## config.mk

```make
export PLATFORM = sky130hd
export DESIGN_NAME = cgtm_merge
export DESIGN_NICKNAME = d
export VERILOG_FILES = /design/src/sv/cgtm_pkg.sv /design/src/sv/cgtm_merge.sv
export SDC_FILE = /design/constraint.sdc
export NUM_CORES = 1
export LEC_CHECK = 0
export BUFFER_PORTS_ARGS = -buffer_cell sky130_fd_sc_hd__buf_2
export CAP_MARGIN = 5
export CORE_MARGIN = 2
export CORE_UTILIZATION = 51
export DETAILED_ROUTE_END_ITERATION = 6
export GPL_ROUTABILITY_DRIVEN = 0
export GPL_TIMING_DRIVEN = 1
export PLACE_DENSITY_LB_ADDON = 0.08
export SETUP_SLACK_MARGIN = 0.05
export SYNTH_ARGS = -nofsm -noshare
export SYNTH_HDL_FRONTEND = slang
export SYNTH_SLANG_ARGS = --single-unit
export TNS_END_PERCENT = 30
```

## constraint.sdc

```tcl
create_clock -name vclk -period 3
set_input_delay 0.3 -clock vclk [all_inputs]
set_output_delay 0.3 -clock vclk [all_outputs]
set_load 0.005 [all_outputs]
```

## src/sv/cgtm_pkg.sv

```systemverilog
// ----------------------------------------------------------------------------
// cgtm_pkg
// Shared types, codes and constants of the gesture template matcher.
// ----------------------------------------------------------------------------
package cgtm_pkg;

  localparam int CHANNELS    = 8;
  localparam int SAMPLE_BITS = 16;
  localparam int TEMPLATES   = 8;

  // one lane per candidate template: three hand-game slots, three number slots
  localparam int LANES   = 6;
  localparam int SLOT_W  = $clog2(TEMPLATES);

  // weighted sum: 64x gain adds 6 bits, eight terms add 3 bits
  localparam int WEIGHT_SHIFT = 6;
  localparam int DIST_W       = SAMPLE_BITS + WEIGHT_SHIFT + $clog2(CHANNELS);

  // channels 0, 3, 4, 5 and 7 carry the heavy weight
  localparam logic [CHANNELS-1:0] CHAN_WEIGHTED = 8'b1011_1001;

  // Q0.8 gains and the doubled Q12.4 offset
  localparam logic [7:0] GAIN_FOUR    = 8'd230;
  localparam logic [7:0] GAIN_FIVE    = 8'd102;
  localparam logic [7:0] GAIN_FOUR_B  = 8'd154;
  localparam logic [7:0] OFFSET_TWICE = 8'd224;

  // template slots
  localparam int SLOT_SCISSORS = 0;
  localparam int SLOT_ROCK     = 1;
  localparam int SLOT_PAPER    = 2;
  localparam int SLOT_ONE      = 3;
  localparam int SLOT_TWO      = 4;
  localparam int SLOT_THREE    = 5;
  localparam int SLOT_FOUR     = 6;
  localparam int SLOT_FIVE     = 7;

  typedef logic [SAMPLE_BITS-1:0]          sample_t;
  typedef sample_t [CHANNELS-1:0]          frame_t;
  typedef logic [DIST_W-1:0]               dist_t;
  typedef dist_t [LANES-1:0]               dist_vec_t;

  typedef enum logic [1:0] {
    REQ_STORE  = 2'd0,
    REQ_HAND   = 2'd1,
    REQ_NUMBER = 2'd2
  } req_e;

  typedef enum logic [3:0] {
    GC_TIE      = 4'd0,
    GC_SCISSORS = 4'd1,
    GC_ROCK     = 4'd2,
    GC_PAPER    = 4'd3,
    GC_ONE      = 4'd4,
    GC_TWO      = 4'd5,
    GC_THREE    = 4'd6,
    GC_FOUR     = 4'd7,
    GC_FIVE     = 4'd8
  } gesture_e;

  // single-channel heuristics for number requests
  typedef struct packed {
    logic four;       // channel 0 reaches the four threshold
    logic five;       // channel 7 reaches the five threshold
    logic c5_above;   // channel 5 above the one/two midpoint
    logic c5_below;   // channel 5 below the one/two midpoint
    logic c1_above;   // channel 1 above the two/three midpoint
    logic c3_below;   // channel 3 below the two/three midpoint
  } thresh_flags_t;

endpackage

```

## src/sv/cgtm_merge.sv

```systemverilog
// ----------------------------------------------------------------------------
// cgtm_merge
// Combines lane distances and threshold flags into a gesture code.
// ----------------------------------------------------------------------------
module cgtm_merge import cgtm_pkg::*; (
  input  dist_vec_t     dist_i,
  input  thresh_flags_t flags_i,
  input  logic          is_number_i,
  output gesture_e      code_o
);

  // 1, 2 or 3 for the strictly nearest candidate, 0 on a tie
  function automatic logic [1:0] nearest3(dist_t a, dist_t b, dist_t c);
    logic [1:0] n;
    n = 2'd0;
    if (a < b && a < c) begin
      n = 2'd1;
    end else if (b < a && b < c) begin
      n = 2'd2;
    end else if (c < a && c < b) begin
      n = 2'd3;
    end
    return n;
  endfunction

  logic [1:0] hand_n;
  logic [1:0] num_n;
  gesture_e   hand_code;
  gesture_e   num_code;

  assign hand_n = nearest3(dist_i[SLOT_SCISSORS], dist_i[SLOT_ROCK], dist_i[SLOT_PAPER]);
  assign num_n  = nearest3(dist_i[SLOT_ONE], dist_i[SLOT_TWO], dist_i[SLOT_THREE]);

  // hand game: nearest of scissors, rock, paper
  always_comb begin
    case (hand_n)
      2'd1:    hand_code = GC_SCISSORS;
      2'd2:    hand_code = GC_ROCK;
      2'd3:    hand_code = GC_PAPER;
      default: hand_code = GC_TIE;
    endcase
  end

  // number gesture: four/five test first, then nearest with midpoint fixes
  always_comb begin
    if (flags_i.four) begin
      num_code = flags_i.five ? GC_FIVE : GC_FOUR;
    end else begin
      case (num_n)
        2'd1:    num_code = flags_i.c5_above ? GC_TWO : GC_ONE;
        2'd2: begin
          if (flags_i.c1_above) begin
            num_code = GC_THREE;
          end else if (flags_i.c5_below) begin
            num_code = GC_ONE;
          end else begin
            num_code = GC_TWO;
          end
        end
        2'd3:    num_code = flags_i.c3_below ? GC_TWO : GC_THREE;
        default: num_code = GC_TIE;
      endcase
    end
  end

  assign code_o = is_number_i ? num_code : hand_code;

endmodule
```

# Word level (Yosys, flattened, before mapping)
# Cells that the tools add are included.
[word_totals] output_inout_bits=4 input_bits=157 register_bits=0 wordCells=39
[classes] n_eq_ne=6 n_mux=15 order_cmp=12 n_reduce_logical=6
[ops] operator="25-bit < comparator" n=12
[ops] operator="2-bit 2-to-1 mux" n=8
[ops] operator="4-bit 2-to-1 mux" n=3
[ops] operator="3-bit case mux with 3 select lines" n=1
[ops] operator="2-bit == test, second input constant" n=4
[ops] operator="1-bit logical AND" n=6
[ops] operator="2-bit case mux with 3 select lines" n=1
[ops] operator="2-bit by 1-bit == test with 1-bit output, second input constant" n=2
[ops] operator="1-bit 2-to-1 mux" n=2

# Depth between registers and ports, before layout
[logic_depth] depth_word=9 ltp_mapped=9 mapped_depth_nobuf=9

# Worst setup path before layout
# Ideal clock, no wire load.
[synth_timing] kind="input port to output port" from="in dist_i[99] (netlist bit)" to="out code_o[0]" t_required_ns=2.700 path_slack_ns=0.316 path_stages=9 path_buffers=0 t_arrival_ns=2.384 path_cell_list="inv_1 > ha_1 > nand4_1 > or3_1 > or3_4 > o211a_1 > a2111oi_2 > a2111oi_1 > o32ai_2"
[synth_via] elab_chain_len=9 elab_cells_between_ends=16 classes_between="4 x order compare; 3 x eq/ne; 6 x mux; 3 x reduce/logical"
[synth_lines] element="start, declared" line_no="cgtm_merge.sv:6" source="input dist_vec_t dist_i,"
[synth_lines] element="25-bit < comparator" line_no="cgtm_merge.sv:20" source="end else if (c < a && c < b) begin"
[synth_lines] element="1-bit logical AND" line_no="cgtm_merge.sv:20"
[synth_lines] element="2-bit 2-to-1 mux" line_no="cgtm_merge.sv:20"
[synth_lines] element="2-bit 2-to-1 mux" line_no="cgtm_merge.sv:18" source="end else if (b < a && b < c) begin"
[synth_lines] element="2-bit 2-to-1 mux (*)" line_no="cgtm_merge.sv:16" source="if (a < b && a < c) begin"
[synth_lines] element="2-bit == test or 2-bit by 1-bit == test with 1-bit output (tied branches)" line_no="cgtm_merge.sv:49" source="case (num_n)"
[synth_lines] element="3-bit case mux with 3 select lines (*)" line_no="cgtm_merge.sv:49"
[synth_lines] element="4-bit 2-to-1 mux (*)" line_no="cgtm_merge.sv:46" source="if (flags_i.four) begin"
[synth_lines] element="4-bit 2-to-1 mux (*)" line_no="cgtm_merge.sv:66" source="assign code_o = is_number_i ? num_code : hand_code;"
[synth_lines] element="end, declared" line_no="cgtm_merge.sv:9" source="output gesture_e code_o"
# Mark *: on every way between the ends. The rest lies on a longest branch, timed or not.

# Final worst setup path
[layout_timing] from="in dist_i[117] (netlist bit)" to="out code_o[0]"
# Same word-level chain as after synthesis.

==> metrics.md <==
| Metric | Value |
|---|---|
| Max Cap Viol | 0 |
| Synth warn | 0 |
| WL/cell | 13.74 um |
| GRT Residual Overflow | 0 |
| Iteration-0 DRC count of the detailed router | 100 |
| Ant diodes | 0 |
| Via count | 4352 |
| # IOs | 161 |
| Seq Cell Count | 0 |
| Max-slew violations | 0 |
| Area Overhead vs Synth | 33.12% |
| Core area | 7253 um^2 |
| Slew @ Worst Pin | 0.4983 ns |
| Setup violators final | 0 |
| Period utilization | 0.9757 |
| Row cnt | 31 |
| Die X | 90.55 um |
| Final ANT Viol Nets | 0 |
| DIE AREA | 8198 um^2 |
| Ranking of synthesized cells by area | ha_1, inv_1, a21oi_1 |
| Final setup TNS | 0 ns |
| Cts hold-fix bufs | 0 |
| DR pass1 iterations | 4 |
| CLK BUF | 0 |
| Flip-flop and latch area | 0 um^2 |
| Crit path required time | 2.70 ns |
| Final Hold Violating Endpoints | 0 |
| Global-route wire length before repair | 18160 um |
| Layout cell share with drive strength beyond 1 | 0.3019 |
| Input/output buffers | 161 |
| Setup crit end | code_o[0] |
| Synthesized instance count | 510 |
| Final WS setup | 0.07299 ns |
| Startpoint Class | input pin |
| CP startpoint | dist_i[117] |
| Mapped Area | 3820 um^2 |
| Final hold slack | 0.9245 ns |
| Post-DR vias/cell | 5.523 |
| Average cell area after synthesis | 7.490 um^2 |
| RSZ-0062 raised after global routing | true |
| Vias in the first global route | 4450 |
| Critical path class | in2out |
| Pre-CTS setup slack | -0.1038 ns |
| CP Max Fanout | 3 |
| Maximum vdd drop | 0.05881 mV |
| NumNets Final | 998 |
| Largest net degree at the start of global routing | 6 |
| Area after DPL | 4847 um^2 |
| Leading area contributor after synthesis | ha_1 |
| Sequential fraction of the synthesis area | 0 |
| Minimum clock period | 2.927 ns |
| CP Capture Type | output pin |
| Most frequent cells in the layout | buf_2, ha_1, inv_1, a21oi_1, nand2_1 |
| Most common cell after layout, fill and taps aside | buf_2 |
| Worst EP arrival | 2.63 ns |
| DPL Wire Length | 9650 um |
| Lkg Pwr | 3.035 nW |
| Initial antenna violation count | 0 |
| Fmax achieved | 0.3416 GHz |
| Syn Nets | 817 |
| PD cells | 135.9 nW/um^2 |
| Relative slew margins | 0.6673 |
| Final Cell Area | 5085 um^2 |
| Die span in y | 90.55 um |
| Fillers | 641 |
| Synth unique cells | 46 |
| Hold Path Class | in2out |
| Final WL | 10830 um |
| Status | finished, final reports clean |
| Residual DRC | 0 |
| Total track usage | 0.2520 |
| Synth top area share | 0.4913 |
| Initial core utilization | 0.5267 |
layer usage:
layer | GRT usage | vias to the layer above | routed length (um)
met1 | 0.2967 | 1963 | 4482
li1 | - | 2250 | -
met5 | 0 | - | 0
met2 | 0.4988 | 125 | 5592
met4 | 0.03590 | 0 | 147
met3 | 0.02003 | 14 | 602
worst min path at each step:
stage,slack [ns],from,to,cells after the start
finish,0.92,is_number_i,code_o[1],3
global route,0.95,is_number_i,code_o[1],3
CTS,0.93,is_number_i,code_o[1],3
detailed placement,0.93,is_number_i,code_o[1],3
global placement,0.92,is_number_i,code_o[1],3
floorplan,0.65,is_number_i,code_o[0],1
logic make-up (layout without fill, tap and decap cells):
logic type	after synthesis	in the layout	synth area share
simple gates	120	120	0.1671
compound gates	131	131	0.2345
buf+inv	109	288	0.1071
fa+ha+maj	150	150	0.4913
final cells by class:
class,instances,area [um^2],area share
inverters,109,409.1,0.08046
multi-input cells,401,3611,0.7101
well taps,99,123.9,0.02436
repair buffers,179,940.9,0.1850
critical path, stage by stage:
cell	delay, ns
buf_2	0.11
ha_1	0.27
nand4_1	0.13
or3_4	0.40
or3_4	0.42
o211a_1	0.26
a2111oi_4	0.26
a2111oi_4	0.08
o32ai_2	0.21
buf_2	0.17
metrics by stage:
step | util | power (mW) | instances
floorplan | - | 0.3842 | 510
global placement | 0.6683 | 0.6135 | 783
global route | 0.7011 | 0.7868 | 788
detailed placement | 0.6683 | 0.6351 | 783
finish | 0.7011 | 0.6910 | 788
CTS | 0.6886 | 0.6640 | 787
report_power, final:
group          switching, mW  internal [mW]  leakage [nW]
sequential                 0              0             0
combinational          0.356          0.335          3.04
clock                      0              0             0
Yosys cell counts (all sizes together), types with 2 or more instances:
library cell / number
a221oi: 2
o21bai: 3
a21oi: 37
nor2b: 6
or3: 2
o21a: 4
or2: 2
o211ai: 2
and3: 5
nor3: 4
nor4: 7
o211a: 3
nand2b: 3
a22oi: 2
nand4: 28
o21ai: 19
a21boi: 2
a211oi: 14
a21o: 19
a2111oi: 6
o31ai: 4
nand2: 29
a211o: 2
and4: 3
a31oi: 3
nand3: 14
inv: 109
ha: 150
nor2: 14
timing repair:
action,CTS,global route
endpoints found under the setup margin,2,3
buffers inserted,4,1
pin swaps,14,3
resized for setup,20,13
No activity file was read; power rests on OpenSTA's default activity.
