### src/sv/cgtm_pkg.sv
// ----------------------------------------------------------------------------
// cgtm_pkg
// Shared types, codes and constants of the gesture template matcher.
// ----------------------------------------------------------------------------
package cgtm_pkg;

  localparam int CHANNELS    = 8;
  localparam int SAMPLE_BITS = 16;
  localparam int TEMPLATES   = 8;

  // one lane per candidate template: three hand-game slots, three number slots
  localparam int LANES   = 6;
  localparam int SLOT_W  = $clog2(TEMPLATES);

  // weighted sum: 64x gain adds 6 bits, eight terms add 3 bits
  localparam int WEIGHT_SHIFT = 6;
  localparam int DIST_W       = SAMPLE_BITS + WEIGHT_SHIFT + $clog2(CHANNELS);

  // channels 0, 3, 4, 5 and 7 carry the heavy weight
  localparam logic [CHANNELS-1:0] CHAN_WEIGHTED = 8'b1011_1001;

  // Q0.8 gains and the doubled Q12.4 offset
  localparam logic [7:0] GAIN_FOUR    = 8'd230;
  localparam logic [7:0] GAIN_FIVE    = 8'd102;
  localparam logic [7:0] GAIN_FOUR_B  = 8'd154;
  localparam logic [7:0] OFFSET_TWICE = 8'd224;

  // template slots
  localparam int SLOT_SCISSORS = 0;
  localparam int SLOT_ROCK     = 1;
  localparam int SLOT_PAPER    = 2;
  localparam int SLOT_ONE      = 3;
  localparam int SLOT_TWO      = 4;
  localparam int SLOT_THREE    = 5;
  localparam int SLOT_FOUR     = 6;
  localparam int SLOT_FIVE     = 7;

  typedef logic [SAMPLE_BITS-1:0]          sample_t;
  typedef sample_t [CHANNELS-1:0]          frame_t;
  typedef logic [DIST_W-1:0]               dist_t;
  typedef dist_t [LANES-1:0]               dist_vec_t;

  typedef enum logic [1:0] {
    REQ_STORE  = 2'd0,
    REQ_HAND   = 2'd1,
    REQ_NUMBER = 2'd2
  } req_e;

  typedef enum logic [3:0] {
    GC_TIE      = 4'd0,
    GC_SCISSORS = 4'd1,
    GC_ROCK     = 4'd2,
    GC_PAPER    = 4'd3,
    GC_ONE      = 4'd4,
    GC_TWO      = 4'd5,
    GC_THREE    = 4'd6,
    GC_FOUR     = 4'd7,
    GC_FIVE     = 4'd8
  } gesture_e;

  // single-channel heuristics for number requests
  typedef struct packed {
    logic four;       // channel 0 reaches the four threshold
    logic five;       // channel 7 reaches the five threshold
    logic c5_above;   // channel 5 above the one/two midpoint
    logic c5_below;   // channel 5 below the one/two midpoint
    logic c1_above;   // channel 1 above the two/three midpoint
    logic c3_below;   // channel 3 below the two/three midpoint
  } thresh_flags_t;

endpackage

### src/sv/cgtm_lane.sv
// ----------------------------------------------------------------------------
// cgtm_lane
// Weighted sum of absolute differences between a frame and one template.
// ----------------------------------------------------------------------------
module cgtm_lane import cgtm_pkg::*; (
  input  logic   clk_i,
  input  logic   en_i,
  input  frame_t frame_i,
  input  frame_t tpl_i,
  output dist_t  dist_o
);

  dist_t dist_d;
  dist_t dist_q;

  // per-channel absolute difference, heavy channels shifted up, then summed
  always_comb begin
    sample_t diff;
    dist_t   term;
    dist_d = '0;
    for (int c = 0; c < CHANNELS; c++) begin
      diff = (frame_i[c] >= tpl_i[c]) ? (frame_i[c] - tpl_i[c]) : (tpl_i[c] - frame_i[c]);
      term = DIST_W'(diff);
      if (CHAN_WEIGHTED[c]) begin
        term = term << WEIGHT_SHIFT;
      end
      dist_d = dist_d + term;
    end
  end

  always_ff @(posedge clk_i) begin
    if (en_i) begin
      dist_q <= dist_d;
    end
  end

  assign dist_o = dist_q;

endmodule

### config.mk
export PLATFORM = sky130hd
export DESIGN_NAME = cgtm_lane
export DESIGN_NICKNAME = d
export VERILOG_FILES = /design/src/sv/cgtm_pkg.sv /design/src/sv/cgtm_lane.sv
export SDC_FILE = /design/constraint.sdc
export NUM_CORES = 1
export LEC_CHECK = 0
export BUFFER_PORTS_ARGS = -buffer_cell sky130_fd_sc_hd__buf_2
export CAP_MARGIN = 0
export CORE_UTILIZATION = 54
export DETAILED_ROUTE_END_ITERATION = 10
export PLACE_DENSITY = 0.8
export SKIP_LAST_GASP = 1
export SYNTH_ARGS = -nofsm -noshare
export SYNTH_HDL_FRONTEND = slang
export SYNTH_SLANG_ARGS = --single-unit
### constraint.sdc
create_clock -name clk_i -period 7.1 [get_ports clk_i]
set_input_delay 1.065 -clock clk_i [delete_from_list [all_inputs] [get_ports clk_i]]
set_output_delay 1.065 -clock clk_i [all_outputs]
set_load 0.01 [all_outputs]
### Word level (Yosys, flattened, before mapping)

Index checks and enable logic that the tools add are counted.

| word-level totals | value |
|---|---|
| bits of input ports | 258 |
| logic and storage cells | 40 |
| bits in registers | 25 |

| operators by class | value |
|---|---|
| $lt $le $gt $ge | 8 |
| $add $sub $neg | 23 |
| multiplexer cells | 8 |

Operators with widths:

| cell | count |
|---|---|
| subtractor 16 bit | 16 |
| >= comparator 16 bit | 8 |
| two-way mux 16 bit | 8 |
| adder 25 x 22 -> 25 bit | 3 |
| adder 24 x 22 -> 25 bit | 1 |
| adder 25 x 16 -> 25 bit | 1 |
| adder 23 x 16 -> 24 bit | 1 |
| adder 22 x 16 -> 23 bit | 1 |

### Depth between registers and ports, before layout

| logic depth | value |
|---|---|
| word-level depth | 9 |
| mapped depth | 30 |

### Worst setup path after synthesis

No wires, ideal clock.

| timing | value |
|---|---|
| kind | input -> register |
| from | input frame_i[32] in the netlist's numbering |
| to | register dist_q[21], in the netlist dist_o[21] (data pin) |
| slack | -234 ps |
| stages | 28 |
| path buffers | 0 |
| arrival | 7195 ps |
| required time | 6961 ps |
| cell sequence | inv_1 -> ha_1 -> inv_1 -> fa_1 -> a21oi_1 -> o21ai_1 -> a2111oi_4 -> o21ai_2 -> nand2_1 -> mux2_2 -> a21oi_1 -> xor2_1 -> fa_1 -> inv_1 -> fa_1 -> fa_1 -> inv_1 -> fa_1 -> inv_1 -> ha_1 -> nand2_1 -> nor2_1 -> a211oi_1 -> o31ai_1 -> a31o_1 -> a31o_1 -> or4b_1 -> nand4b_1 |

| on the way | value |
|---|---|
| cells in the longest elaborated chain, start to end | 8 |
| elaborated cells between the ends (all ways) | 10 |
| those cells by class | add/sub: 8; order compare: 1; mux: 1 |

RTL lines:

| what | RTL line | text |
|---|---|---|
| from (decl) | cgtm_lane.sv:8 | `input frame_t frame_i,` |
| subtractor 16 bit or >= comparator 16 bit (tied branches) | cgtm_lane.sv:22 | `diff = (frame_i[c] >= tpl_i[c]) ? (frame_i[c] - tpl_i[c]) : (tpl_i[c] - frame_i[c]);` |
| two-way mux 16 bit (*) | cgtm_lane.sv:22 |  |
| adder 23 x 16 -> 24 bit (*) | cgtm_lane.sv:27 | `dist_d = dist_d + term;` |
| adder 24 x 22 -> 25 bit (*) | cgtm_lane.sv:27 |  |
| adder 25 x 22 -> 25 bit (*) (2 in a row) | cgtm_lane.sv:27 |  |
| adder 25 x 16 -> 25 bit (*) | cgtm_lane.sv:27 |  |
| adder 25 x 22 -> 25 bit (*) | cgtm_lane.sv:27 |  |
| via dist_d[21] | cgtm_lane.sv:13 | `dist_t dist_d;` |
| to (signal assigned) | cgtm_lane.sv:33 | `dist_q <= dist_d;` |
| to (decl) | cgtm_lane.sv:14 | `dist_t dist_q;` |

The timed path passes the listed nets; every way through them passes the cells marked *.
A chain may end at the register's enable or synchronous reset.

### Final worst setup path

| timing | value |
|---|---|
| from | input frame_i[48] in the netlist's numbering |
| to | register dist_q[21], in the netlist dist_o[21] (data pin) |

| on the way | value |
|---|---|
| cells in the longest elaborated chain, start to end | 7 |
| elaborated cells between the ends (all ways) | 9 |
| those cells by class | add/sub: 7; order compare: 1; mux: 1 |

RTL lines:

| what | RTL line |
|---|---|
| subtractor 16 bit or >= comparator 16 bit (tied branches) | cgtm_lane.sv:22 |
| two-way mux 16 bit (*) | cgtm_lane.sv:22 |
| adder 24 x 22 -> 25 bit (*) | cgtm_lane.sv:27 |
| adder 25 x 22 -> 25 bit (*) (2 in a row) | cgtm_lane.sv:27 |
| adder 25 x 16 -> 25 bit (*) | cgtm_lane.sv:27 |
| adder 25 x 22 -> 25 bit (*) | cgtm_lane.sv:27 |
| via dist_d[21] | cgtm_lane.sv:13 |

Marked as above.

==> summary.md <==
| Metric | Value |
|---|---|
| Vias | 17152 |
| Post-Syn Instances | 2096 |
| Max clock buf depth | 2 |
| Die Ht | 174 µm |
| Mapped Area | 0.0160 mm² |
| Total grt overflow | 0 |
| RSZ-0062 raised after global routing | true |
| Critical path peak fanout | 5 |
| Pre-Repair DR Iteration Count | 6 |
| Worst setup path category | in -> reg |
| Total length of routed wires | 51000 µm |
| Synth Register Bits | 25 |
| Clock tree from TritonCTS | done |
| Fin crit period | 7.13 ns |
| Core footprint | 0.0289 mm² |
| Root Driver | clkbuf_16 |
| WP depth | 30 |
| Rel. slew slack | 52.6% |
| Maximum clock frequency | 140 MHz |
| Slowest-stage cell, CP | fa_1 |
| Post-synth top flop | edfxtp_1 |
| Dpl hpwl | 43500 µm |
| Synth async-reset ratio | 0% |
| Critical Path Sink Type | flip-flop |
| I/O Buffers | 282 |
| Overall Global Routing Usage | 32.7% |
| Syn_nets | 2749 |
| Clock buffers created by TritonCTS | 3 |
| Antenna violations before repair | 1 |
| Worst setup margin | -0.0266 ns |
| Hold-fix buffers at CTS | 0 |
| Worst path max stage delay | 0.52 ns |
| Final Hold Violating Endpoints | 0 |
| Initial Util | 55.4% |
| Crit path max-delay family | adder cells |
| Number of flops mapped to enable cells by yosys | 25 |
| Top Ports | 283 |
| Top cell by count, worst path | fa_1 |
| H-tree depth | 1 |
| Mean Syn Cell Area | 7.64 µm² |
| Outcome | complete, but fails checks |
| CP Buf/Inv Count | 7 |
| Slew Viols, Final | 0 |
| ANT cells | 0 |
| Setup crit start | frame_i[48] |
| Type of origin of the critical path | input pin |
| Largest net degree at the start of global routing | 27 |
| Initial DRC count | 1216 |
| Req. time, crit path | 7.23 ns |
| Vias in the first global route | 17097 |
| CTS clock-pin slew for the worst setup and hold paths | 0.08 ns |
| Largest register FFs | 25 |
| Fin Setup TNS | -0.0276 ns |
| Num rows | 62 |
| Setup-failing EPs final | 2 |
| Synthesis-to-finish area growth | 32.4% |
| Global-route wire length before repair | 82000 µm |
| Failing checks | negative setup slack |
| GPL Wtd Cong | 0.981 |
| Count of different cell masters after synthesis | 86 |
| CP arrival | 7.26 ns |
| Die width | 174 µm |
| Routed length per instance | 16.6 µm |
| Antenna violation net count after detailed routing | 0 |
| Die area | 0.0304 mm² |
| YS warnings | 0 |
| Residual DRC | 0 |
| Worst setup endpoint | dist_o[21] |
| Final period utilization | 100% |
| Vias per inst | 5.58 |
| Layout cells sized above 1 | 30.2% |
| Worst slew pin tran | 0.711 ns |
| Sequential area share after synthesis | 4.69% |
| Max cap viols | 0 |
| # clock sinks | 25 |
| Worst hold path class | in -> reg |
| Nets | 3342 |
layer usage:
metal  track usage (%)  vias up  part of all wire (%)
met2              57.7      682                    48
met5                 0        -                 0.022
met3              2.36       78                   6.3
li1                  -     8328                     -
met1              43.3     8062                    43
met4              7.27        2                   2.2
cells in the final DEF (no fill, tap or decap), drive strengths merged, types with 13 or more instances in the layout:
master / instances
a211oi: 30
a21o: 88
a21oi: 200
a31oi: 35
and3: 17
buf: 671
edfxtp: 25
fa: 101
ha: 294
inv: 397
mux2i: 40
nand2: 99
nand2b: 24
nand3: 28
nand4: 26
nor2: 93
nor2b: 27
nor3: 18
o211ai: 18
o21a: 20
o21ai: 132
o21bai: 14
o31ai: 13
xnor2: 81
xor2: 48
timing repair:
item | CTS | global route
pin swaps | 53 | 92
gates cloned | 0 | 1
buffers inserted | 17 | 13
setup endpoints to repair | 9 | 10
resized for setup | 40 | 92
endpoints found under the hold margin | 0 | 0
worst min path at each step:
stage | from | end | cells after the start
global placement | dist_o[7] | dist_o[7] | 1
global route | en_i | dist_o[7] | 1
floorplan | en_i | dist_o[0] | 0
detailed placement | dist_o[7] | dist_o[7] | 1
CTS | en_i | dist_o[7] | 1
finish | en_i | dist_o[7] | 1
cells in the mapped netlist (9+ instances only):
cell / instances / area, µm²
inv_1: 397 / 1490
ha_1: 294 / 3680
a21oi_1: 196 / 981
o21ai_0: 109 / 546
fa_1: 101 / 2020
nand2_1: 99 / 372
nor2_1: 93 / 349
a21o_1: 88 / 661
xnor2_1: 81 / 709
xor2_1: 48 / 420
buf_2: 43 / 215
mux2i_1: 40 / 400
a31oi_1: 34 / 213
clkbuf_1: 32 / 120
a211oi_1: 28 / 210
nand3_1: 28 / 140
nor2b_1: 27 / 169
nand4_1: 26 / 163
edfxtp_1: 25 / 751
nand2b_1: 24 / 150
o21ai_1: 21 / 105
o21a_1: 20 / 150
nor3_1: 18 / 90.1
and3_1: 17 / 106
o211ai_1: 17 / 128
o21bai_1: 14 / 105
o31ai_1: 13 / 97.6
nand3b_1: 11 / 82.6
a31o_2: 9 / 78.8
layout make-up:
type                    count  area [µm²]
inverters                 397        1500
clock inverters             1        7.51
clock buffers               3        75.1
well taps                 384         480
fillers                  2289        7720
multi-input cells        1591       13900
repair buffers            671        4450
flip-flops and latches     25         751
cell families after synthesis:
kind of cell               after synthesis  share of synthesized area [%]
muxes                                   48                           3.06
xor gates and xnor gates               129                           7.05
and+or+nand+nor                        379                           11.8
adders and majority gates              395                           35.6
DFF                                     25                           4.69
AOI/OAI and AO/OA                      639                           26.0
buffers and inverters                  481                           11.9
stage by stage:
step | cells | setup WS [ns] | instance area [µm²] | hold slack, ns | util, %
final | 3072 | -0.0266 | 21200 | 1.39 | 73.3
after global routing | 3072 | -0.239 | 21200 | 1.41 | 73.3
after CTS | 3059 | -0.0148 | 20700 | 1.39 | 71.6
after detailed placement | 3038 | -0.641 | 20300 | 1.48 | 70.1
after global placement | 3038 | -0.418 | 20300 | 1.47 | 70.1
after floorplan | 2096 | 0.00349 | 16100 | 1.18 | -
Power is left out: the tool's default activity adds up to more than one toggle a clock period on the data nets, which glitch-free logic cannot reach.
