--- config.mk ---
export PLATFORM = sky130hd
export DESIGN_NAME = cgtm_thresh
export DESIGN_NICKNAME = d
export VERILOG_FILES = /design/src/sv/cgtm_pkg.sv /design/src/sv/cgtm_thresh.sv
export SDC_FILE = /design/constraint.sdc
export NUM_CORES = 1
export LEC_CHECK = 0
export BUFFER_PORTS_ARGS = -buffer_cell sky130_fd_sc_hd__buf_4
export CORE_UTILIZATION = 50
export DETAILED_ROUTE_END_ITERATION = 12
export GPL_TIMING_DRIVEN = 0
export PLACE_DENSITY = 0.75
export SYNTH_ARGS = -nofsm -noshare
export SYNTH_HDL_FRONTEND = slang
export SYNTH_SLANG_ARGS = --single-unit
--- constraint.sdc ---
create_clock -name vclk -period 10.6
set_input_delay 1.59 -clock vclk [all_inputs]
set_output_delay 1.59 -clock vclk [all_outputs]
set_load 0.005 [all_outputs]
--- src/sv/cgtm_pkg.sv ---
// ----------------------------------------------------------------------------
// cgtm_pkg
// Shared types, codes and constants of the gesture template matcher.
// ----------------------------------------------------------------------------
package cgtm_pkg;

  localparam int CHANNELS    = 8;
  localparam int SAMPLE_BITS = 16;
  localparam int TEMPLATES   = 8;

  // one lane per candidate template: three hand-game slots, three number slots
  localparam int LANES   = 6;
  localparam int SLOT_W  = $clog2(TEMPLATES);

  // weighted sum: 64x gain adds 6 bits, eight terms add 3 bits
  localparam int WEIGHT_SHIFT = 6;
  localparam int DIST_W       = SAMPLE_BITS + WEIGHT_SHIFT + $clog2(CHANNELS);

  // channels 0, 3, 4, 5 and 7 carry the heavy weight
  localparam logic [CHANNELS-1:0] CHAN_WEIGHTED = 8'b1011_1001;

  // Q0.8 gains and the doubled Q12.4 offset
  localparam logic [7:0] GAIN_FOUR    = 8'd230;
  localparam logic [7:0] GAIN_FIVE    = 8'd102;
  localparam logic [7:0] GAIN_FOUR_B  = 8'd154;
  localparam logic [7:0] OFFSET_TWICE = 8'd224;

  // template slots
  localparam int SLOT_SCISSORS = 0;
  localparam int SLOT_ROCK     = 1;
  localparam int SLOT_PAPER    = 2;
  localparam int SLOT_ONE      = 3;
  localparam int SLOT_TWO      = 4;
  localparam int SLOT_THREE    = 5;
  localparam int SLOT_FOUR     = 6;
  localparam int SLOT_FIVE     = 7;

  typedef logic [SAMPLE_BITS-1:0]          sample_t;
  typedef sample_t [CHANNELS-1:0]          frame_t;
  typedef logic [DIST_W-1:0]               dist_t;
  typedef dist_t [LANES-1:0]               dist_vec_t;

  typedef enum logic [1:0] {
    REQ_STORE  = 2'd0,
    REQ_HAND   = 2'd1,
    REQ_NUMBER = 2'd2
  } req_e;

  typedef enum logic [3:0] {
    GC_TIE      = 4'd0,
    GC_SCISSORS = 4'd1,
    GC_ROCK     = 4'd2,
    GC_PAPER    = 4'd3,
    GC_ONE      = 4'd4,
    GC_TWO      = 4'd5,
    GC_THREE    = 4'd6,
    GC_FOUR     = 4'd7,
    GC_FIVE     = 4'd8
  } gesture_e;

  // single-channel heuristics for number requests
  typedef struct packed {
    logic four;       // channel 0 reaches the four threshold
    logic five;       // channel 7 reaches the five threshold
    logic c5_above;   // channel 5 above the one/two midpoint
    logic c5_below;   // channel 5 below the one/two midpoint
    logic c1_above;   // channel 1 above the two/three midpoint
    logic c3_below;   // channel 3 below the two/three midpoint
  } thresh_flags_t;

endpackage

--- src/sv/cgtm_thresh.sv ---
// ----------------------------------------------------------------------------
// cgtm_thresh
// Single-channel threshold tests used by number-gesture requests.
// ----------------------------------------------------------------------------
module cgtm_thresh import cgtm_pkg::*; (
  input  frame_t        frame_i,
  input  sample_t       four_c0_i,
  input  sample_t       four_c7_i,
  input  sample_t       five_c7_i,
  input  sample_t       one_c5_i,
  input  sample_t       two_c5_i,
  input  sample_t       two_c1_i,
  input  sample_t       three_c1_i,
  input  sample_t       two_c3_i,
  input  sample_t       three_c3_i,
  output thresh_flags_t flags_o
);

  localparam int PROD_W = SAMPLE_BITS + 8;
  localparam int SUM_W  = SAMPLE_BITS + 9;
  localparam int MID_W  = SAMPLE_BITS + 2;

  logic [PROD_W-1:0] x0_scaled;
  logic [PROD_W-1:0] four_prod;
  logic [PROD_W-1:0] five_prod;
  logic [PROD_W-1:0] four_b_prod;
  logic [SUM_W-1:0]  x7_scaled;
  logic [SUM_W-1:0]  five_sum;
  logic [MID_W-1:0]  off_twice;

  // four/five gain tests, Q0.8 gains against samples scaled by 256
  assign x0_scaled   = {frame_i[0], 8'd0};
  assign four_prod   = PROD_W'(four_c0_i) * PROD_W'(GAIN_FOUR);
  assign five_prod   = PROD_W'(five_c7_i) * PROD_W'(GAIN_FIVE);
  assign four_b_prod = PROD_W'(four_c7_i) * PROD_W'(GAIN_FOUR_B);
  assign x7_scaled   = {1'b0, frame_i[7], 8'd0};
  assign five_sum    = SUM_W'(five_prod) + SUM_W'(four_b_prod);

  assign off_twice = MID_W'(OFFSET_TWICE);

  // midpoint tests, doubled on both sides so no rounding is lost
  always_comb begin
    flags_o.four     = x0_scaled >= four_prod;
    flags_o.five     = x7_scaled >= five_sum;
    flags_o.c5_above = MID_W'({frame_i[5], 1'b0}) >
                       (MID_W'(one_c5_i) + MID_W'(two_c5_i) + off_twice);
    flags_o.c5_below = (MID_W'({frame_i[5], 1'b0}) + off_twice) <
                       (MID_W'(one_c5_i) + MID_W'(two_c5_i));
    flags_o.c1_above = MID_W'({frame_i[1], 1'b0}) >
                       (MID_W'(three_c1_i) + MID_W'(two_c1_i) + off_twice);
    flags_o.c3_below = (MID_W'({frame_i[3], 1'b0}) + off_twice) <
                       (MID_W'(three_c3_i) + MID_W'(two_c3_i));
  end

endmodule

# After elaboration in Yosys (flattened, before gate mapping)
# Index checks and enable logic that the tools add are counted.
# totals
regBits,0
input_bits,272
# classes
add_sub_neg,8
mul,3
n_lt_le_gt_ge,6
# ops
op,n
"adder 17 x 8 -> 18 bit, second input constant",3
adder 16 x 16 -> 17 bit,3
"multiplier 16 x 7 -> 23 bit, second input constant",2
> comparator 17 x 18 -> 1 bit,2
< comparator 18 x 17 -> 1 bit,2
adder 23 x 24 -> 25 bit,1
>= comparator 24 x 25 -> 1 bit,1
>= comparator 24 bit,1
"multiplier 16 x 6 -> 22 bit, second input constant",1
"adder 18 x 8 -> 18 bit, second input constant",1

# Depth between registers and ports, before layout
# Gate-level depths: netlist (run 1).
# logic_depth
word_depth,3
mapped_depth,28
depth_no_buf,28

# Worst setup path after synthesis (run 1)
# OpenSTA, ideal clock, no wires.
# synth_timing
path_type,in2out
from,in four_c7_i[5]
to,out flags_o[4] in the netlist's numbering
arrival_time_ns,7.038
t_required_ns,9.010
slack_ns,1.972
cell_stages,27
n_path_buf,0
path_cell_list,ha_1 > ha_1 > fa_1 > inv_1 > fa_1 > inv_1 > ha_1 > or2_2 > a21o_1 > nand3_1 > a21o_1 > nand2_1 > a21oi_1 > xnor2_1 > ha_1 > a21o_1 > a21o_1 > a21oi_1 > o21ai_0 > or3b_1 > nand2_1 > xor2_1 > ha_1 > a21o_1 > a211o_1 > o221ai_1 > a211oi_1
# synth_rtl
item,line_no,rtl
"start, declared",cgtm_thresh.sv:8,"input sample_t four_c7_i,"
"end, declared",cgtm_thresh.sv:16,output thresh_flags_t flags_o

==> results of run 1 <==
==> area by class of cell <==
class                           count  area share
Tap cell                          319     0.02820
Multi-Input combinational cell   1235      0.7862
Inverter                          239     0.06337
Timing Repair Buffer              230      0.1220
Buffer                              1   0.0002652
==> metal layers <==
metal | GRT usage | vias up
met4 | 0.01757 | 0
met3 | 0.01129 | 18
met1 | 0.2684 | 5080
met5 | 0 | -
li1 | - | 5635
met2 | 0.4231 | 227
==> logic make-up after synthesis <==
| family | Yosys count |
|---|---|
| muxes | 1 |
| buffers and inverters | 240 |
| adders and majority gates | 431 |
| xor gates and xnor gates | 132 |
| AOI/OAI and AO/OA | 324 |
| and+or+nand+nor | 347 |
==> placed cells by master (no fill, tap or decap), drive strengths merged, types with 6 or more instances in the layout <==
| cell | synthesis | final |
|---|---|---|
| inv | 239 | 239 |
| nor2 | 87 | 87 |
| or2 | 6 | 6 |
| xnor2 | 75 | 75 |
| nand3 | 37 | 37 |
| nand2 | 85 | 85 |
| a2111oi | 8 | 8 |
| xor2 | 57 | 57 |
| nand2b | 17 | 17 |
| buf | 0 | 230 |
| nand4 | 15 | 15 |
| o31ai | 9 | 9 |
| a31oi | 13 | 13 |
| nor2b | 19 | 19 |
| nor3 | 34 | 34 |
| and3 | 12 | 12 |
| fa | 89 | 89 |
| ha | 342 | 342 |
| o21ai | 59 | 59 |
| a21oi | 96 | 96 |
| or3 | 8 | 8 |
| o211ai | 8 | 8 |
| o21bai | 11 | 11 |
| o21a | 18 | 18 |
| a211oi | 15 | 15 |
| a21o | 38 | 38 |
==> power by group through the flow <==
stage	clock network, mW	registers [mW]	logic [mW]
2_1_floorplan	0	0	2.50
3_3_place_gp	0	0	3.11
3_5_place_dp	0	0	3.21
4_1_cts	0	0	3.24
5_1_grt	0	0	3.69
6_report	0	0	3.22
==> per-stage QoR <==
stage                     cells  utilization  hold slack [ps]  instance area, µm²
final                      2024       0.6013             3602               14160
after global routing       2024       0.6013             3635               14160
after CTS                  2024       0.6013             3612               14160
after detailed placement   2024       0.6013             3612               14160
after global placement     2024       0.6013             3609               14160
after floorplan            1475            -             3340               12030
==> tightest hold or removal path: cells and delay by family <==
kind / cells / cell delay, ps
simple gates: 3 / 200
buf+inv: 2 / 230
==> worst paths after layout <==
check                        end         start  slack, ps
worst min-delay path  flags_o[2]   frame_i[95]       3600
worst max-delay path  flags_o[4]  four_c7_i[5]       1120
==> reports/metrics.yaml, run 1 <==
floorplan:
  placementRows: 56
  initial_core_util: 0.5110
  coreArea_um2: 23540
  die_h_um: 157.1
  die_x_um: 157.1
  num_io_pins: 278
  die_area_um2: 24690
detailed_routing:
  initialDrtViolationCount: 362
  dr.pass1.iters: 5
  top_layer: "met4"
  routedWlPerCell_um: 13.10
  dr_total_vias: 10960
  antenna_left: 0
  wirelength_met1_mm: 12.06
  drt-vias-per-instance: 5.415
  dr_wl_met3_mm: 1.050
  routed_wl_mm: 26.52
  routed-wl-met2_mm: 13.20
  drcViolationCount: 0
pwr:
  power.share.clock: 0
  power.total_mw: 3.224
  p_leak_nw: 7.598
  switching_share: 0.5422
  seq_power_share: 0
  switchingPower_mw: 1.748
  ir_worst_vdd_mv: 0.2231
  powerDensity_nw_per_um2: 227.7
  p_int_mw: 1.476
  combPwrFrac: 1.000
sta:
  tns_ps: 0
  min_period_ps: 9482
  max_slew.worst_pin.slew_ps: 698.1
  setup_viol: 0
  rsz0062_at_grt: "false"
  hold_viol_final: 0
  fin_crit_sh: 0.8945
  fmax_mhz: 105.5
  relSlewSlack: 0.5226
  layout_setup_ws_ps: 1118
  drv_slew: 0
place:
  dpl.hpwl_mm: 24.47
  io_buffers: 230
  post-place-ws_ps: 1144
  gp_congestion: 0.9233
grt:
  grt-ovfl-total: 0
  grt_pass1_vias: 10890
  grt_pass1_wl_mm: 45.45
  grt_max_degree: 9
  track_usage: 0.2166
  antenna_found_initial: 0
worst_setup_path:
  critical_path_class: "input port to output port"
  worst_path_most_repeated_cell: "ha_1"
  arrival_ps: 7890
  critPathLaunchType: "input port"
  crit_slowest_cell: "a2111oi_0"
  cp_top_family: "adder cells"
  critPathMaxStageDelay_ps: 550
  cp.required_ps: 9010
  crit_fanout: 5
  crit_cells: 29
  end_kind: "output port"
  cp.buffers_inverters: 5
yosys:
  synthTopCellsByArea: "ha_1 36%, fa_1 15%, inv_1 7.5%, xnor2_1 5.5%, xor2_1 4.0%"
  synth.distinct_cells: 70
  seq_area_frac_synth: 0
  synth_top_area_cell: "ha_1"
  synth_most_common_cell: "ha_1"
  synth_area_per_cell_um2: 8.156
  syn_inst: 1475
  synth_compound_area_frac: 0.1811
  yosys.area_share.simple: 0.1420
  synthesis.nets: 2178
  yosys_warnings: 0
  synth_top_family_by_area: "adder cells"
  synth_top_area_frac: 0.3557
  synth.area.mux_share: 0.0009360
  yosys.area_share.adder: 0.5038
  synth_xor_area_frac: 0.09735
  yosys-top-cells-count: "342 x ha_1, 239 x inv_1, 94 x a21oi_1"
  syn_area_um2: 12030
final_layout:
  nFlopsAndLatches: 0
  fin_nets: 2410
  area_growth_pct: 17.67
  n_fill_cell: 2146
  multiInputGateArea_um2: 11130
  register_area_um2: 0
  nClkBuffers: 0
  drive_above_1_share: 0.1507
  diodes: 0
worst_hold_path:
  min_path_cells: 5
  holdCritPathClass: "input port to output port"
clock_tree:
  cts_setup_buffers: 0
  cts.repair.resized: 0
  holdBufCountCts: 0
run_status:
  outcome: "completed"
flow_run:
  cap_violations: 0
No activity file was read; power rests on OpenSTA's default activity.
==> run 2: changes to the inputs <==
--- a/config.mk
+++ b/config.mk
@@ -5,11 +5,10 @@
 export SDC_FILE = /design/constraint.sdc
 export NUM_CORES = 1
 export LEC_CHECK = 0
-export BUFFER_PORTS_ARGS = -buffer_cell sky130_fd_sc_hd__buf_4
 export CORE_UTILIZATION = 50
 export DETAILED_ROUTE_END_ITERATION = 12
+export DONT_BUFFER_PORTS = 1
 export GPL_TIMING_DRIVEN = 0
-export PLACE_DENSITY = 0.75
 export SYNTH_ARGS = -nofsm -noshare
 export SYNTH_HDL_FRONTEND = slang
 export SYNTH_SLANG_ARGS = --single-unit
==> reports/metrics.yaml, run 2 (synthesis results as in run 1) <==
run_status:
  outcome: "completed"
flow_run:
  cap_violations: 0  # unchanged
pwr:
  ir_worst_vdd_mv: 0.3843  # +72%
  p_leak_nw: 6.492  # -15%
  powerDensity_nw_per_um2: 251.5  # +10%
  power.total_mw: 3.126  # -3.0%
grt:
  grt_pass1_wl_mm: 42.95  # -5.5%
  grt-busiest-layer: "met2"
  met1_usage: 0.2784  # +0.01003
  grt_pass1_vias: 9463  # -13%
  grt_max_degree: 9  # unchanged
  antenna_found_initial: 0  # unchanged
  grt_util_met2: 0.3780  # -0.04508
  grt.met3_usage: 0.02065  # +0.009361
  track_usage: 0.2078  # -0.008770
  grt-ovfl-total: 0  # unchanged
final_layout:
  drive_above_1_share: 0.01831  # -0.1324
  nClkBuffers: 0  # unchanged
  fin_nets: 2180  # -9.5%
  diodes: 0  # unchanged
  nFlopsAndLatches: 0  # unchanged
  register_area_um2: 0  # unchanged
  layout_commonest_cell: "ha_1"
  utilization: 0.5280  # -0.07334
  final_cell_mix: "342 x ha_1, 239 x inv_1, 94 x a21oi_1"
  area_growth_pct: 3.318
  final_cells: 1794  # -11%
  n_fill_cell: 2314  # +7.8%
  multiInputGateArea_um2: 11130  # unchanged
place:
  io_buffers: 0  # -100%
  place_inst: 1794  # -11%
  gp_congestion: 0.8654  # -6.3%
  dpl.hpwl_mm: 23.46  # -4.1%
clock_tree:
  holdBufCountCts: 0  # unchanged
  cts.repair.resized: 0  # unchanged
  cts_setup_buffers: 0  # unchanged
detailed_routing:
  drt-vias-per-instance: 5.504  # +1.7%
  drcViolationCount: 0  # unchanged
  routedWlPerCell_um: 14.19  # +8.3%
  initialDrtViolationCount: 352  # -2.8%
  antenna_left: 0  # unchanged
  routed_wl_mm: 25.45  # -4.0%
  dr.pass1.iters: 4  # -1
  dr_total_vias: 9875  # -9.9%
worst_setup_path:
  end_kind: "output port"
  cp.required_ps: 9010  # about the same
  critical_path_class: "input port to output port"
  arrival_ps: 7670  # -220 ps
  crit_fanout: 5  # unchanged
  critPathLaunchType: "input port"
floorplan:
  placementRows: 56  # unchanged
  die_x_um: 157.1  # unchanged
  coreArea_um2: 23540  # unchanged
  die_h_um: 157.1  # unchanged
  num_io_pins: 278  # unchanged
  die_area_um2: 24690  # unchanged
  initial_core_util: 0.5110  # unchanged
sta:
  fmax_mhz: 108.0  # +2.4%
  tns_ps: 0  # unchanged
  hold_viol_final: 0  # unchanged
  drv_slew: 0  # unchanged
  relSlewSlack: 0.5213  # -0.001299
  max_slew.worst_pin.slew_ps: 708.8  # +10.73 ps
  hold_slack_ps: 3373  # -229.5 ps
  setup_viol: 0  # unchanged
  min_period_ps: 9256  # -226.3 ps
  rsz0062_at_grt: "false"
  fin_crit_sh: 0.8732  # -0.02135
worst_hold_path:
  holdCritPathClass: "input port to output port"
-- run 2: changes by cell type in the layout (fill, tap and decap cells not counted) --
cell / previous run / this run
buf_4: 230 / 0
-- run 2: layer usage --
metal  wire, µm  vias up
met4         65        0
met2      12010      195
met5          0        -
met1      12090     4499
met3       1281        4
li1           -     5177
-- run 2: path summary, 6_finish.rpt --
check / from / to / slack, ps / cells after the start
worst min-delay path: frame_i[95] / flags_o[2] / 3370 / 3
worst max-delay path: four_c7_i[5] / flags_o[4] / 1340 / 27
-- run 2: area by class of cell --
class	instances	area share
plain buffers	1	0.0003020
well taps	319	0.03211
inverters	239	0.07218
multi-input cells	1235	0.8954
-- run 2: through the flow --
stage / instance area [µm²] / setup WS [ps]
finish: 12430 / 1344
global route: 12430 / 902.8
global placement: 12430 / 1455
floorplan: 12030 / 1972
CTS: 12430 / 1441
detailed placement: 12430 / 1463
-- run 2: worst max-delay path, cell delays in order --
cell and delay [ps]:
ha_1 270, ha_1 300, fa_1 540, inv_1 50, fa_1 490, inv_1 40
ha_1 210, nor3_1 320, inv_1 70, a311oi_1 460, nor2_1 110, xor2_1 170
ha_1 350, nand2_1 80, a2111oi_0 500, o31ai_1 180, nand2b_1 160, a21oi_1 80
o21bai_1 160, xnor2_1 140, ha_1 260, o21ai_0 150, a21oi_1 100, a311oi_1 470
nor2_1 110, o221ai_1 190, a211oi_1 110
-- run 2: power breakdown --
group | switching, mW | total, mW | internal (mW)
logic | 1.73 | 3.13 | 1.40
clock network | 0 | 0 | 0
registers | 0 | 0 | 0
==> run 3: changes to the inputs <==
--- a/config.mk
+++ b/config.mk
@@ -5,10 +5,12 @@
 export SDC_FILE = /design/constraint.sdc
 export NUM_CORES = 1
 export LEC_CHECK = 0
+export ABC_AREA = 1
 export CORE_UTILIZATION = 50
 export DETAILED_ROUTE_END_ITERATION = 12
 export DONT_BUFFER_PORTS = 1
 export GPL_TIMING_DRIVEN = 0
+export SLEW_MARGIN = 40
 export SYNTH_ARGS = -nofsm -noshare
 export SYNTH_HDL_FRONTEND = slang
 export SYNTH_SLANG_ARGS = --single-unit
==> reports/metrics.yaml, run 3 <==
worst_setup_path:
  cp.buffers_inverters: 4  # +1
  critPathLaunchType: "input port"
  end_kind: "output port"
  cp_top_family: "adder cells"
  crit_fanout: 4  # -1
  crit_slowest_cell: "fa_1"
  critPathMaxStageDelay_ps: 520  # -20 ps
  cp.required_ps: 9010  # about the same
  critical_path_class: "input port to output port"
  arrival_ps: 7150  # -520 ps
  worst_path_most_repeated_cell: "nand2_1"
final_layout:
  area_growth_pct: 3.273  # about the same
  final_cell_mix: "360 x inv_1, 342 x ha_1, 287 x nand2_1"
  drive_above_1_share: 0.01891  # +0.0006048
  utilization: 0.5268  # -0.001124
  nClkBuffers: 0  # unchanged
  nFlopsAndLatches: 0  # unchanged
  n_fill_cell: 2567  # +11%
  layout_commonest_cell: "inv_1"
  multiInputGateArea_um2: 11480  # +3.2%
  fin_nets: 2503  # +15%
  register_area_um2: 0  # unchanged
detailed_routing:
  routed_wl_mm: 29.52  # +16%
  drt-vias-per-instance: 5.307  # -3.6%
  antenna_left: 0  # unchanged
  routedWlPerCell_um: 13.85  # -2.4%
  dr.pass1.iters: 5  # +1
  dr_total_vias: 11309  # +15%
  drcViolationCount: 0  # unchanged
  initialDrtViolationCount: 564  # +60%
clock_tree:
  cts.repair.resized: 0  # unchanged
  holdBufCountCts: 0  # unchanged
  cts_setup_buffers: 0  # unchanged
grt:
  grt_pass1_wl_mm: 50.18  # +17%
  grt_max_degree: 7  # -2
  grt_pass1_vias: 11149  # +18%
  grt-ovfl-total: 0  # unchanged
  antenna_found_initial: 3  # +3
  track_usage: 0.2272  # +0.01934
pwr:
  seq_power_share: 0  # unchanged
  combPwrFrac: 1.000  # about the same
  switchingPower_mw: 2.115  # +22%
  power.share.clock: 0  # unchanged
  power.total_mw: 3.537  # +13%
  p_int_mw: 1.422  # +1.7%
  p_leak_nw: 7.393  # +14%
  switching_share: 0.5980  # +0.04518
  powerDensity_nw_per_um2: 266.6  # +6.0%
  ir_worst_vdd_mv: 0.6814  # +77%
yosys:
  syn_inst: 1798  # +22%
  seq_area_frac_synth: 0  # unchanged
  synth_top_area_frac: 0.3331  # -0.02259
  synth.distinct_cells: 49  # -30%
  synth_top_area_cell: "ha_1"
  yosys-top-cells-count: "360 x inv_1, 342 x ha_1, 287 x nand2_1"
  yosys_warnings: 0  # unchanged
  synthTopCellsByArea: "ha_1 33%, fa_1 14%, inv_1 11%, nand2_1 8.4%, a21oi_1 6.0%"
  synth_area_per_cell_um2: 7.145  # -12%
  synthesis.nets: 2501  # +15%
  synth_most_common_cell: "inv_1"
  syn_area_um2: 12850  # +6.8%
sta:
  tns_ps: 0  # unchanged
  min_period_ps: 8736  # -519.5 ps
  drv_slew: 0  # unchanged
  relSlewSlack: 0.6899  # +0.1686
  hold_viol_final: 0  # unchanged
  fin_crit_sh: 0.8242  # -0.04901
  fmax_mhz: 114.5  # +5.9%
  setup_viol: 0  # unchanged
  max_slew.worst_pin.slew_ps: 460.3  # -248.5 ps
  rsz0062_at_grt: "false"
floorplan:
  placementRows: 58  # +3.6%
  initial_core_util: 0.5101  # -0.0008651
  die_x_um: 162.3  # +3.3%
  coreArea_um2: 25180  # +7.0%
  die_h_um: 162.3  # +3.3%
  die_area_um2: 26340  # +6.7%
  num_io_pins: 278  # unchanged
place:
  io_buffers: 0  # unchanged
  dpl.hpwl_mm: 27.65  # +18%
  gp_congestion: 0.9535  # +10%
flow_run:
  cap_violations: 0  # unchanged
run_status:
  outcome: "completed"
worst_hold_path:
  holdCritPathClass: "input port to output port"
-- run 3: power groups by stage --
stage	clock network (mW)	registers (mW)	logic (mW)
3_3_place_gp	0	0	3.49
4_1_cts	0	0	3.55
2_1_floorplan	0	0	2.79
5_1_grt	0.0000000253	0	4.12
3_5_place_dp	0	0	3.52
6_report	0.0000000379	0	3.54
-- run 3: per-stage QoR --
step,setup slack (ps),hold slack (ps),instances,cell area [µm²]
after floorplan,2575,3352,1798,12850
after global placement,1886,3399,2128,13260
after detailed placement,1852,3408,2128,13260
after CTS,1836,3409,2128,13260
after global routing,1230,3439,2130,13260
final,1864,3408,2131,13270
-- run 3: layout make-up --
cell class | instances | share of cell area
Tap cell | 330 | 0.03112
Inverter | 363 | 0.1027
Antenna cell | 3 | 0.0005659
Multi-Input combinational cell | 1435 | 0.8656
-- run 3: worst paths after layout --
path | start | to | slack (ps) | depth (start not counted)
worst max-delay path | four_c7_i[4] | flags_o[4] | 1860 | 33
worst min-delay path | four_c0_i[0] | flags_o[5] | 3410 | 3
-- run 3: cell families after synthesis --
kind of cell	share of synthesized area
AND/OR/NAND/NOR	0.1966
adder cells (fa/ha/maj)	0.4718
XOR/XNOR	0.09399
buffers and inverters	0.1061
AO/OA/AOI/OAI	0.1316
-- run 3: routing by layer --
layer,global-route usage,routed length (µm)
met5,0,0
met2,0.4180,14320
met3,0.01251,1164
met1,0.3023,13850
met4,0.01329,178
-- run 3: tightest hold or removal path: cells and delay by family --
| kind | cells | cell delay, ps |
|---|---|---|
| AND/OR/NAND/NOR | 3 | 220 |
